[src/rtl/identity_text_checker_macros.svh]
// ----------------------------------------------------------------------------
// Identity text checker assertion macros
// Shared concurrent assertion forms, clocked and disabled in reset.
// ----------------------------------------------------------------------------
`ifndef IDENTITY_TEXT_CHECKER_MACROS_SVH
`define IDENTITY_TEXT_CHECKER_MACROS_SVH

// Same-cycle implication.
`define ITC_ASSERT_IMPL(label, clk, rstn, ante, cons) \
    label: assert property (@(posedge clk) disable iff (!(rstn)) (ante) |-> (cons)) \
        else $error("identity_text_checker: assertion failed");

// Next-cycle implication.
`define ITC_ASSERT_NEXT(label, clk, rstn, ante, cons) \
    label: assert property (@(posedge clk) disable iff (!(rstn)) (ante) |=> (cons)) \
        else $error("identity_text_checker: assertion failed");

`endif

[src/rtl/itc_pkg.sv]
// ----------------------------------------------------------------------------
// itc_pkg
// Types, constants and code point helpers of the identity text checker.
// ----------------------------------------------------------------------------
`default_nettype none

package itc_pkg;

    localparam int LENGTH_BITS_DEFAULT = 16;
    localparam int MAX_LENGTH_W        = 16;
    localparam int TEXT_LENGTH_W       = 17;
    localparam int CP_W                = 21;

    localparam logic [MAX_LENGTH_W-1:0] MAX_LENGTH_RESET = 16'd256;

    localparam logic [CP_W-1:0] CP_MAX          = 21'h10ffff;
    localparam logic [CP_W-1:0] CP_SURR_LO      = 21'h00d800;
    localparam logic [CP_W-1:0] CP_SURR_HI      = 21'h00dfff;
    localparam logic [7:0]      LEAD2_LO        = 8'hc2;
    localparam logic [7:0]      LEAD2_HI        = 8'hdf;
    localparam logic [7:0]      LEAD3_LO        = 8'he0;
    localparam logic [7:0]      LEAD3_HI        = 8'hef;
    localparam logic [7:0]      LEAD4_LO        = 8'hf0;
    localparam logic [7:0]      LEAD4_HI        = 8'hf4;

    typedef enum logic [2:0] {
        VERDICT_OK       = 3'd0,
        VERDICT_TOO_LONG = 3'd1,
        VERDICT_BAD_UTF8 = 3'd2,
        VERDICT_NUL      = 3'd3,
        VERDICT_BLANK    = 3'd4
    } verdict_t;

    typedef enum logic [1:0] {
        MIN_CLASS_2BYTE = 2'd0,
        MIN_CLASS_3BYTE = 2'd1,
        MIN_CLASS_4BYTE = 2'd2
    } min_class_t;

    typedef struct packed {
        logic [7:0] text_byte;
        logic       byte_present;
        logic       last;
    } item_t;

    typedef struct packed {
        logic [TEXT_LENGTH_W-1:0] text_length;
        verdict_t                 verdict;
    } result_t;

    function automatic logic is_blank(input logic [CP_W-1:0] cp);
        return (cp >= 21'h09 && cp <= 21'h0d) || (cp >= 21'h1c && cp <= 21'h20) ||
               cp == 21'h85 || cp == 21'ha0 || cp == 21'h1680 ||
               (cp >= 21'h2000 && cp <= 21'h200a) || cp == 21'h2028 ||
               cp == 21'h2029 || cp == 21'h202f || cp == 21'h205f ||
               cp == 21'h3000;
    endfunction

    function automatic logic [CP_W-1:0] min_code_point(input logic [1:0] cls);
        logic [CP_W-1:0] m;
        unique case (cls)
            MIN_CLASS_2BYTE: m = 21'h80;
            MIN_CLASS_3BYTE: m = 21'h800;
            default:         m = 21'h10000;
        endcase
        return m;
    endfunction

endpackage

`default_nettype wire

[src/rtl/itc_core.sv]
// ----------------------------------------------------------------------------
// itc_core
// Per-text decode state: strict UTF-8 decode, byte count, NUL and content
// flags, and the verdict at the end of a text.
// ----------------------------------------------------------------------------
`default_nettype none
`include "identity_text_checker_macros.svh"

module itc_core #(
    parameter int LENGTH_BITS = itc_pkg::LENGTH_BITS_DEFAULT
) (
    input  wire logic                             aclk,
    input  wire logic                             aresetn,
    input  wire logic [itc_pkg::MAX_LENGTH_W-1:0] max_length,
    input  wire logic                             step,
    input  wire itc_pkg::item_t                   item,
    output itc_pkg::result_t                      result
);
    import itc_pkg::*;

    localparam int CNT_W = LENGTH_BITS + 1;
    localparam int CMP_W = (CNT_W > MAX_LENGTH_W) ? CNT_W : MAX_LENGTH_W;

    logic [CNT_W-1:0] cnt_reg, cnt_next;
    logic [1:0]       pend_reg, pend_next;
    logic [CP_W-1:0]  cp_reg, cp_next;
    logic [1:0]       cls_reg, cls_next;
    logic             err_reg, err_next;
    logic             nul_reg, nul_next;
    logic             content_reg, content_next;

    logic [CNT_W-1:0] cnt_step;
    logic [1:0]       pend_step;
    logic [CP_W-1:0]  cp_step;
    logic [1:0]       cls_step;
    logic             err_step, nul_step, content_step;
    logic [CP_W-1:0]  assembled;
    logic [7:0]       b;
    logic             bad_end;
    logic [CMP_W-1:0] cnt_cmp, max_cmp;
    verdict_t         verdict;

    assign b         = item.text_byte;
    assign assembled = {cp_reg[CP_W-7:0], b[5:0]};

    always_comb begin
        cnt_step     = cnt_reg;
        pend_step    = pend_reg;
        cp_step      = cp_reg;
        cls_step     = cls_reg;
        err_step     = err_reg;
        nul_step     = nul_reg;
        content_step = content_reg;
        if (item.byte_present) begin
            if (!cnt_reg[CNT_W-1]) begin
                cnt_step = cnt_reg + 1'b1;
            end
            if (b == 8'h00) begin
                nul_step = 1'b1;
            end
            if (!err_reg) begin
                if (pend_reg == 2'd0) begin
                    priority if (!b[7]) begin
                        if (!is_blank(CP_W'(b))) begin
                            content_step = 1'b1;
                        end
                    end else if (b >= LEAD2_LO && b <= LEAD2_HI) begin
                        pend_step = 2'd1;
                        cp_step   = CP_W'(b[4:0]);
                        cls_step  = MIN_CLASS_2BYTE;
                    end else if (b >= LEAD3_LO && b <= LEAD3_HI) begin
                        pend_step = 2'd2;
                        cp_step   = CP_W'(b[3:0]);
                        cls_step  = MIN_CLASS_3BYTE;
                    end else if (b >= LEAD4_LO && b <= LEAD4_HI) begin
                        pend_step = 2'd3;
                        cp_step   = CP_W'(b[2:0]);
                        cls_step  = MIN_CLASS_4BYTE;
                    end else begin
                        err_step  = 1'b1;
                        pend_step = 2'd0;
                        cp_step   = '0;
                        cls_step  = MIN_CLASS_2BYTE;
                    end
                end else if (b[7:6] != 2'b10) begin
                    err_step  = 1'b1;
                    pend_step = 2'd0;
                    cp_step   = '0;
                    cls_step  = MIN_CLASS_2BYTE;
                end else begin
                    pend_step = pend_reg - 2'd1;
                    if (pend_reg == 2'd1) begin
                        cp_step  = '0;
                        cls_step = MIN_CLASS_2BYTE;
                        if (assembled < min_code_point(cls_reg) || assembled > CP_MAX ||
                            (assembled >= CP_SURR_LO && assembled <= CP_SURR_HI)) begin
                            err_step = 1'b1;
                        end else if (!is_blank(assembled)) begin
                            content_step = 1'b1;
                        end
                    end else begin
                        cp_step = assembled;
                    end
                end
            end
        end
    end

    // an open sequence at the end of a text counts as a decode error
    assign bad_end = err_step || (pend_step != 2'd0);
    assign cnt_cmp = CMP_W'(cnt_step);
    assign max_cmp = CMP_W'(max_length);

    always_comb begin
        priority if (cnt_cmp > max_cmp) begin
            verdict = VERDICT_TOO_LONG;
        end else if (bad_end) begin
            verdict = VERDICT_BAD_UTF8;
        end else if (nul_step) begin
            verdict = VERDICT_NUL;
        end else if (!content_step) begin
            verdict = VERDICT_BLANK;
        end else begin
            verdict = VERDICT_OK;
        end
    end

    assign result.verdict     = verdict;
    assign result.text_length = TEXT_LENGTH_W'(cnt_step);

    always_comb begin
        cnt_next     = cnt_reg;
        pend_next    = pend_reg;
        cp_next      = cp_reg;
        cls_next     = cls_reg;
        err_next     = err_reg;
        nul_next     = nul_reg;
        content_next = content_reg;
        if (step) begin
            if (item.last) begin
                cnt_next     = '0;
                pend_next    = 2'd0;
                cp_next      = '0;
                cls_next     = MIN_CLASS_2BYTE;
                err_next     = 1'b0;
                nul_next     = 1'b0;
                content_next = 1'b0;
            end else begin
                cnt_next     = cnt_step;
                pend_next    = pend_step;
                cp_next      = cp_step;
                cls_next     = cls_step;
                err_next     = err_step;
                nul_next     = nul_step;
                content_next = content_step;
            end
        end
    end

    always_ff @(posedge aclk) begin
        if (!aresetn) begin
            cnt_reg     <= '0;
            pend_reg    <= 2'd0;
            cp_reg      <= '0;
            cls_reg     <= MIN_CLASS_2BYTE;
            err_reg     <= 1'b0;
            nul_reg     <= 1'b0;
            content_reg <= 1'b0;
        end else begin
            cnt_reg     <= cnt_next;
            pend_reg    <= pend_next;
            cp_reg      <= cp_next;
            cls_reg     <= cls_next;
            err_reg     <= err_next;
            nul_reg     <= nul_next;
            content_reg <= content_next;
        end
    end

    `ITC_ASSERT_NEXT(a_clear_after_last, aclk, aresetn, step && item.last, cnt_reg == '0 && pend_reg == 2'd0 && !err_reg)
    `ITC_ASSERT_IMPL(a_err_closes_seq, aclk, aresetn, err_reg, pend_reg == 2'd0 && cp_reg == '0)
    `ITC_ASSERT_IMPL(a_count_saturates, aclk, aresetn, cnt_reg[CNT_W-1], cnt_reg[CNT_W-2:0] == '0)

endmodule

`default_nettype wire
[config.mk]
export PLATFORM = sky130hd
export DESIGN_NAME = itc_core
export DESIGN_NICKNAME = d
export VERILOG_FILES = /design/src/rtl/itc_pkg.sv /design/src/rtl/itc_core.sv
export VERILOG_INCLUDE_DIRS = /design/src /design/src/rtl
export SDC_FILE = /design/constraint.sdc
export NUM_CORES = 1
export LEC_CHECK = 0
export ABC_AREA = 1
export CORE_ASPECT_RATIO = 0.9
export CORE_UTILIZATION = 45
export DETAILED_ROUTE_END_ITERATION = 12
export DONT_BUFFER_PORTS = 1
export GPL_ROUTABILITY_DRIVEN = 0
export PLACE_DENSITY_LB_ADDON = 0.1
export SKIP_CTS_REPAIR_TIMING = 1
export SYNTH_ARGS = -nofsm -noshare
export SYNTH_HDL_FRONTEND = slang
export SYNTH_SLANG_ARGS = --single-unit
[constraint.sdc]
create_clock -name aclk -period 7.84 [get_ports aclk]
set_clock_uncertainty 0.05 [all_clocks]
set_input_delay 0.392 -clock aclk [delete_from_list [all_inputs] [get_ports aclk]]
set_output_delay 0.392 -clock aclk [all_outputs]
set_load 0.01 [all_outputs]
==> results of run 1 <==
==> metal layers <==
| layer | GRT usage | wire length, um | vias up |
|---|---|---|---|
| met1 | 0.326 | 4160 | 1422 |
| met2 | 0.358 | 3460 | 77 |
| met3 | 0.0444 | 537 | 5 |
| met4 | 0.0419 | 39 | 0 |
| met5 | 0 | 0 | - |
| li1 | - | - | 1656 |
==> worst reg2reg max path, stage by stage, from the launching register on <==
cell and delay (ps):
dfxtp_1 340, inv_1 100, ha_1 360, a21oi_1 130, o21ai_2 720, inv_1 200
nand3_1 150, inv_1 70, nand2_1 80, a21oi_1 60
==> stage by stage <==
stage / power (W) / utilization / cell area (um2) / hold WS [ps]
final: 0.000401 / 0.497 / 3330 / 180
after global routing: 0.000419 / 0.497 / 3330 / 181
after CTS: 0.000404 / 0.497 / 3330 / 173
after detailed placement: 0.000267 / 0.485 / 3250 / 412
after global placement: 0.000267 / 0.485 / 3250 / 404
after floorplan: 0.000255 / - / 3170 / 395
==> cell usage after synthesis, drive strengths merged, types with 4 or more instances <==
library cell  count  area [um2]
xor2              9        78.8
a31oi             4        31.3
a21oi            46         234
nand3            30         150
nand2           175         679
dfxtp            39         781
nand4            10        68.8
a211oi            4        30.0
ha               21         263
nor3             19        95.1
buf               4        20.0
xnor2             5        51.3
o21ai            10        53.8
nor2             62         270
inv              72         270
clkbuf            9        33.8
==> path summary, 6_finish.rpt <==
path,startpoint,end,depth (start not counted)
min,aresetn,content_reg$_SDFFE_PN0P_,2
min reg2reg,pend_reg[1]$_SDFFE_PN0P_,pend_reg[1]$_SDFFE_PN0P_,2
max,cnt_reg[0]$_SDFFE_PN0P_,result[2],17
max reg2reg,pend_reg[0]$_SDFFE_PN0P_,cp_reg[1]$_SDFFE_PN0P_,9
==> logic make-up after synthesis <==
family / synth area share
simple gates: 0.412
xor+xnor: 0.0410
fa+ha+maj: 0.0828
buf+inv: 0.103
compound gates: 0.115
flops: 0.246
==> placed cells by master, fill, tap and decap left out, types with 2 or more instances in the layout <==
cell type / netlist / layout
nand2_1: 170 / 170
inv_1: 69 / 69
nor2_1: 55 / 55
a21oi_1: 45 / 45
dfxtp_1: 39 / 39
nand3_1: 30 / 30
ha_1: 21 / 21
nor3_1: 19 / 19
xor2_1: 9 / 9
nand4_1: 9 / 9
o21ai_0: 8 / 8
clkbuf_8: 0 / 5
nor2_4: 4 / 4
xnor2_1: 4 / 4
a211oi_1: 4 / 4
inv_2: 3 / 3
nand2_2: 3 / 3
a31oi_1: 3 / 3
nor2_2: 3 / 3
nand2_4: 2 / 2
clkbuf_1: 9 / 2
buf_4: 0 / 2
==> where the power goes <==
| part | switching, W | internal, W | leakage [nW] |
|---|---|---|---|
| sequential | 0.00000190 | 0.000200 | 0.315 |
| clock | 0.0000750 | 0.0000627 | 0.0422 |
| combinational | 0.0000430 | 0.0000183 | 1.29 |
| total | 0.000120 | 0.000281 | 1.65 |
==> area by class of cell <==
class	count	share of cell area
timing repair buffer	2	0.00451
inverter	73	0.0823
multi-input combinational	401	0.620
clock buffer	7	0.0229
sequential	39	0.235
tap	90	0.0338
clock inverter	1	0.00150
==> flow_summary.json, run 1 <==
{
  "outcome": "completed",
  "hpwl_mm": 6.30,
  "numCtsBuffers": 5,
  "drive_gt1_frac": 0.0574,
  "grt_max_degree": 37,
  "core_mm2": 0.00669,
  "fp.dieH_um": 81.7,
  "regArea_um2": 781,
  "cp_slowest_stage_delay_ps": 420,
  "area_growth_pct": 4.89,
  "dieWidth_um": 90.5,
  "fin_ws_ps": 3920,
  "initial_core_util": 0.474,
  "synth-seq-cells": 39,
  "finalCriticalPeriod_ps": 3920,
  "path_cells": "ha_1, nand3_1, and3b_1, nand2_2, nor2_2, nand2_1, xnor2_1, ha_1, nand2_1, nor2_1, a211oi_1, nand2_1, nand2_1, nand2_1, a21oi_1, nand3_1, nor2_1",
  "end_kind": "output pin",
  "htree_levels": 2,
  "die-area_mm2": 0.00739,
  "syn_area_per_cell_um2": 6.03,
  "synth_fp_nets": 576,
  "synth_edf_count": 0,
  "slew_violations": 0,
  "fin_cells": 613,
  "ys_async_sr_fraction": 0,
  "wl_per_cell_um": 13.4,
  "place_ws_ps": 4230,
  "multi_input_area_mm2": 0.00206,
  "largest_reg_flops": 17,
  "antenna_found_initial": 0,
  "crit_family": "simple AND/OR/NAND/NOR gates",
  "port_buffers": 0,
  "clockBufferDepth": 2,
  "antenna_left": 0,
  "grt_pass1_vias": 2878,
  "grt_first_pass_wirelength_mm": 13.6,
  "vias_per_cell": 5.15,
  "overflow": 0,
  "clock-sinks": 39,
  "placementRows": 28,
  "place_inst": 605,
  "insertion_delay_ps": 290,
  "grt_usage": 0.228,
  "ioPinCount": 49,
  "drtPass1Iterations": 4,
  "required_ps": 7400,
  "nets": 572,
  "p_leak_nw": 1.65,
  "cts_root_buffer": "clkbuf_8",
  "setup-tns-final_ps": 0,
  "synth_area_mm2": 0.00317,
  "rrSetupSlack_ps": 5440,
  "n_fill_cell": 696,
  "first_iter_violations": 169,
  "ys.flop_type": "dfxtp_1",
  "hold_violations": 0,
  "cp_slowest_cell": "dfxtp_1",
  "drc": 0,
  "crit_top_cell": "nand2_1",
  "yosysWarnings": 0,
  "setup_viol": 0,
  "antenna_cells": 0,
  "worst-path-buf-inv": 0,
  "syn_inst": 526,
  "powerDensity_mw_per_mm2": 120,
  "cp-start-kind": "flop",
  "cts_tree": "built",
  "cp_max_fo": 4,
  "min_period_over_period": 0.500,
  "synthDistinctLibCells": 34,
  "grt_setup_unrepaired": "no",
  "ys_seq_area_frac": 0.246,
  "arrival_ps": 3480,
  "timing.slew.headroom": 0.392,
  "max_freq_ghz": 0.255,
  "vias": 3160,
  "maxCapViolations": 0,
  "wirelength_mm": 8.20,
  "worst-setup-path-type": "reg -> out",
  "worst_pin_slew_ps": 912,
  "path_clk_slew_ps": 80,
  "ir_drop_uv": 69.7,
  "hold_path.class": "in -> reg"
}
(Power assumes the default switching activity.)
==> run 2, diff against run 1 <==
Settings changed: ABC_AREA 1 to 0.
Clock period 7.84 ns to 3.2 ns, I/O delays scaled along.
==> flow_summary.json, run 2 <==
{
  "outcome": "finished, violations left",
  "violations": "negative hold slack, negative setup slack",
  "synth_edf_count": 0,
  "synthDistinctLibCells": 72,
  "antenna_cells": 0,
  "ys_seq_area_frac": 0.240,
  "yosys-top-cells-area": "dfxtp_1, ha_1, nor2b_1, nand2_1, a21boi_0",
  "yosysMostFrequentCell": "dfxtp_1",
  "worst-setup-path-type": "reg -> out",
  "port_buffers": 0,
  "syn_inst": 413,
  "timing.slew.headroom": 0.499,
  "crit_top_cell": "a21oi_2",
  "cp-start-kind": "flop",
  "hold_start": "item[2]",
  "synth_commonest_cells": "dfxtp_1, nand2_1, inv_1, nor2_1",
  "worst_pin_slew_ps": 733,
  "placementRows": 29,
  "startpoint": "cnt_reg[1]$_SDFFE_PN0P_",
  "htree_levels": 2,
  "layout_commonest_cell": "buf_4",
  "finalCriticalPeriod_ps": 3420,
  "syn_area_per_cell_um2": 7.89,
  "numCtsBuffers": 5,
  "synth_top_area_cell": "dfxtp_1",
  "grt_max_degree": 39,
  "vias_per_cell": 5.99,
  "vias": 3198,
  "wl_per_cell_um": 17.3,
  "max_freq_ghz": 0.293,
  "hold_violations": 3,
  "fin_area_mm2": 0.00385,
  "hpwl_mm": 6.49,
  "nets": 490,
  "cp_max_fo": 3,
  "r2r_cells": 8,
  "wirelength_mm": 9.22,
  "fin_cells": 534,
  "mostFrequentLayoutCells": "buf_4, nand2_1, dfxtp_1",
  "n_fill_cell": 676,
  "dieWidth_um": 91.7,
  "reg2reg_from": "pend_reg[1]$_SDFFE_PN0P_",
  "grt_pass1_vias": 2696,
  "maxCapViolations": 0,
  "grt_usage": 0.235,
  "drtPass1Iterations": 5,
  "p_leak_nw": 1.54,
  "insertion_delay_ps": 300,
  "whs_path_depth": 2,
  "drc": 0,
  "ys_async_sr_fraction": 0,
  "place_area_mm2": 0.00348,
  "regToRegEndpoint": "cp_reg[1]$_SDFFE_PN0P_",
  "first_iter_violations": 135,
  "cp_slowest_cell": "dfxtp_2",
  "hold_ws_ps": -15.3,
  "antenna_found_initial": 0,
  "end_kind": "output pin",
  "arrival_ps": 3210,
  "largest_reg_flops": 17,
  "min_period_over_period": 1.07,
  "p_total_w": 0.00107,
  "die-area_mm2": 0.00758,
  "worst-path-buf-inv": 1,
  "finalCoreUtilization": 0.547,
  "synth_top_area_share": 0.240,
  "drive_gt1_frac": 0.227,
  "hold_path.class": "in -> reg",
  "area_growth_pct": 18.2,
  "fp.dieH_um": 82.7,
  "clock-sinks": 39,
  "crit_family": "simple AND/OR/NAND/NOR gates",
  "core_mm2": 0.00704,
  "place_inst": 514,
  "path_clk_slew_ps": 90,
  "clockBufferDepth": 2,
  "powerDensity_mw_per_mm2": 277,
  "fin_ws_ps": -217,
  "ir_drop_uv": 152,
  "initial_core_util": 0.463,
  "synth-seq-cells": 39,
  "ioPinCount": 49,
  "grt_first_pass_wirelength_mm": 13.9,
  "cts_root_buffer": "clkbuf_8",
  "cts_tree": "built",
  "required_ps": 2990,
  "ys.flop_type": "dfxtp_1",
  "synth_area_mm2": 0.00326,
  "synth_fp_nets": 463,
  "setup_viol": 3,
  "antenna_left": 0,
  "place_ws_ps": 10.2,
  "overflow": 0,
  "yosysWarnings": 0,
  "min_to": "cp_reg[0]$_SDFFE_PN0P_",
  "grt_setup_unrepaired": "yes",
  "slew_violations": 0,
  "path_cells": "ha_4, nand2_4, nor4_4, nand3_2, nor2_4, xor2_2, ha_1, a21o_1, a21oi_2, nor3b_4, a31oi_2, nand4bb_1, a21oi_2, buf_4",
  "cp_slowest_stage_delay_ps": 370,
  "rrSetupSlack_ps": 990
}
## run 2: worst max path at each step
stage	to	slack, ps	cells past startpoint
after global placement	result[2]	80	13
after CTS	result[2]	-350	14
after detailed placement	result[2]	10	14
after floorplan	result[2]	110	13
final	result[2]	-220	14
after global routing	result[2]	-380	14
## run 2: cell families (layout without fill, tap and decap cells)
kind of cell    Yosys count  in the layout  share of synthesized area
simple gates            186            186                      0.340
fa+ha+maj                21             21                     0.0807
xor+xnor                 15             15                     0.0403
mux                       1              1                    0.00307
buf+inv                  50             78                     0.0734
flops                    39             39                      0.240
compound gates          101            101                      0.223
## run 2: layout make-up
type,count,area (um2),share of cell area
clock buffer,5,68.8,0.0179
clock inverter,3,43.8,0.0114
inverter,24,90.1,0.0234
multi-input combinational,324,2360,0.614
sequential,39,802,0.208
tap,93,116,0.0302
timing repair buffer,46,363,0.0943
## run 2: routing by layer
layer	GRT usage	vias up	routed length (um)
met5	0	-	0
met4	0.0444	0	80
met3	0.0476	9	587
met2	0.326	97	3970
met1	0.364	1513	4580
li1	-	1579	-
## run 2: metrics by stage
step | setup TNS, ps | hold slack (ps)
global placement | 0 | 236
global route | -956 | 6.54
CTS | -773 | -78.5
detailed placement | 0 | 239
finish | -465 | -15.3
floorplan | 0 | 360
## run 2: report_power, final
part / total, W / internal, W / switching, W / leakage [nW]
sequential: 0.000487 / 0.000484 / 0.00000323 / 0.320
combinational: 0.000146 / 0.0000622 / 0.0000842 / 1.17
clock: 0.000433 / 0.000233 / 0.000200 / 0.0581
## run 2: worst register-to-register path, cell delays in order (launching register included)
cell and delay [ps]:
dfxtp_1 390, inv_1 90, ha_1 310, a21oi_1 260, o21ai_1 80, buf_4 200, a2111oi_2 510, a22oi_1 130
nor2b_1 130
==> run 3, diff against run 2 <==
Settings changed: BUFFER_PORTS_ARGS from default to -buffer_cell sky130_fd_sc_hd__buf_2, CELL_PAD_IN_SITES_DETAIL_PLACEMENT from default to 2, CELL_PAD_IN_SITES_GLOBAL_PLACEMENT from default to 2, CORE_UTILIZATION 45 to 30, DONT_BUFFER_PORTS 1 to default, SLEW_MARGIN from default to 30.
==> flow_summary.json, run 3 (synthesized netlist as in run 2, its figures left out) <==
{
  "crit_family": "simple AND/OR/NAND/NOR gates",
  "grt_usage": 0.217,
  "cp_max_fo": 3,
  "first_iter_violations": 132,
  "fin_ws_ps": -402,
  "min_period_over_period": 1.13,
  "cts_tree": "built",
  "timing.slew.headroom": 0.413,
  "drtPass1Iterations": 8,
  "worst-path-buf-inv": 1,
  "arrival_ps": 3390,
  "cp_slowest_cell": "nor4_4",
  "grt_pass1_vias": 3580,
  "wirelength_mm": 12.1,
  "initial_core_util": 0.314,
  "drc": 4,
  "grt_first_pass_wirelength_mm": 19.0,
  "placementRows": 35,
  "antenna_left": 0,
  "antenna_cells": 0,
  "violations": "design-rule violations, negative setup slack",
  "finalCriticalPeriod_ps": 3600,
  "wl_per_cell_um": 19.7,
  "dieWidth_um": 112,
  "p_total_w": 0.00129,
  "nets": 533,
  "die-area_mm2": 0.0113,
  "ir_drop_uv": 153,
  "vias_per_cell": 5.56,
  "p_leak_nw": 1.76,
  "drive_gt1_frac": 0.293,
  "layout_commonest_cell": "buf_2",
  "p_int_w": 0.000928,
  "comb_power_share": 0.153,
  "hold_violations": 0,
  "largest_reg_flops": 17,
  "htree_levels": 2,
  "fin_cells": 613,
  "core_mm2": 0.0104,
  "pwr-share-clk": 0.466,
  "cts_root_buffer": "clkbuf_16",
  "powerDensity_mw_per_mm2": 309,
  "vias": 3409,
  "insertion_delay_ps": 290,
  "place_inst": 601,
  "grt_setup_unrepaired": "yes",
  "overflow": 0,
  "outcome": "finished, violations left",
  "cp_slowest_stage_delay_ps": 380,
  "grt_max_degree": 38,
  "maxCapViolations": 0,
  "numCtsBuffers": 5,
  "hpwl_mm": 9.10,
  "setup_viol": 3,
  "worst_pin_slew_ps": 877,
  "antenna_found_initial": 0,
  "fp.dieH_um": 101,
  "port_buffers": 48,
  "area_growth_pct": 27.8,
  "hold_ws_ps": 226,
  "mostFrequentLayoutCells": "buf_2, buf_4, dfxtp_1",
  "clockBufferDepth": 2,
  "clock-sinks": 39,
  "end_kind": "output pin",
  "seq_power_share": 0.381,
  "netSwitchingPower_w": 0.000358,
  "required_ps": 2990,
  "path_clk_slew_ps": 70,
  "slew_violations": 0,
  "max_freq_ghz": 0.278,
  "crit_top_cell": "a21oi_2",
  "worst-setup-path-type": "reg -> out",
  "ioPinCount": 49,
  "switching_share": 0.278,
  "cp-start-kind": "flop",
  "hold_path.class": "in -> reg",
  "path_cells": "ha_4, nand2_4, nor4_4, nand3_2, nor2_4, xor2_1, ha_1, a21o_1, a21oi_2, nor3b_4, a31oi_4, nand4bb_1, a21oi_2, buf_2"
}
-- run 3: cell count changes in the layout (fill, tap and decap cells not counted), moves of 2 or more --
| cell | before | now |
|---|---|---|
| buf_4 | 43 | 38 |
| buf_2 | 0 | 48 |
| buf_6 | 0 | 3 |
| clkbuf_8 | 5 | 0 |
| clkbuf_16 | 0 | 5 |
| dfxtp_1 | 30 | 36 |
| dlygate4sd3_1 | 2 | 0 |
| dfxtp_4 | 4 | 2 |
| dfxtp_2 | 5 | 1 |
-- run 3: worst paths after layout --
kind | start | endpoint | slack [ps] | cells after the start
worst max-delay path | cnt_reg[1]$_SDFFE_PN0P_ | result[2] | -400 | 14
worst min-delay path | item[2] | cp_reg[0]$_SDFFE_PN0P_ | 230 | 3
worst max register to register | pend_reg[0]$_SDFFE_PN0P_ | cp_reg[2]$_SDFFE_PN0P_ | 890 | 8
worst min register to register | nul_reg$_SDFFE_PN0P_ | nul_reg$_SDFFE_PN0P_ | 440 | 2
-- run 3: tightest hold or removal path, cell delays in order --
cell	delay, ps
buf_2	170
a22oi_1	90
nor2b_1	110
-- run 3: metal layers --
metal,GRT usage,share of wire
met2,0.345,0.46
met5,0,0
met4,0.0582,0.017
met1,0.307,0.50
met3,0.0277,0.026
-- run 3: cell type report --
class	instances	area (um2)
Fill cell	1238	6220
Multi-Input combinational cell	324	2390
Sequential cell	39	790
Timing Repair Buffer	89	559
Tap cell	129	161
Clock buffer	5	125
Inverter	24	90.1
Clock inverter	3	43.8
-- run 3: power by group through the flow --
stage | combinational, W | clock, W | sequential, W
final | 0.000196 | 0.000599 | 0.000491
after floorplan | 0.000120 | 0 | 0.000501
after CTS | 0.000190 | 0.000607 | 0.000491
after detailed placement | 0.000188 | 0 | 0.000502
after global routing | 0.000215 | 0.000628 | 0.000491
after global placement | 0.000184 | 0 | 0.000502
-- run 3: metrics by stage --
stage	worst slack, ps	cell area [um2]	TNS (ps)	util
after floorplan	106	3260	0	-
after global placement	7.95	3790	0	0.365
after detailed placement	-68.0	3790	-86.5	0.365
after CTS	-395	3960	-1030	0.381
after global routing	-487	4160	-1260	0.401
final	-402	4160	-998	0.401
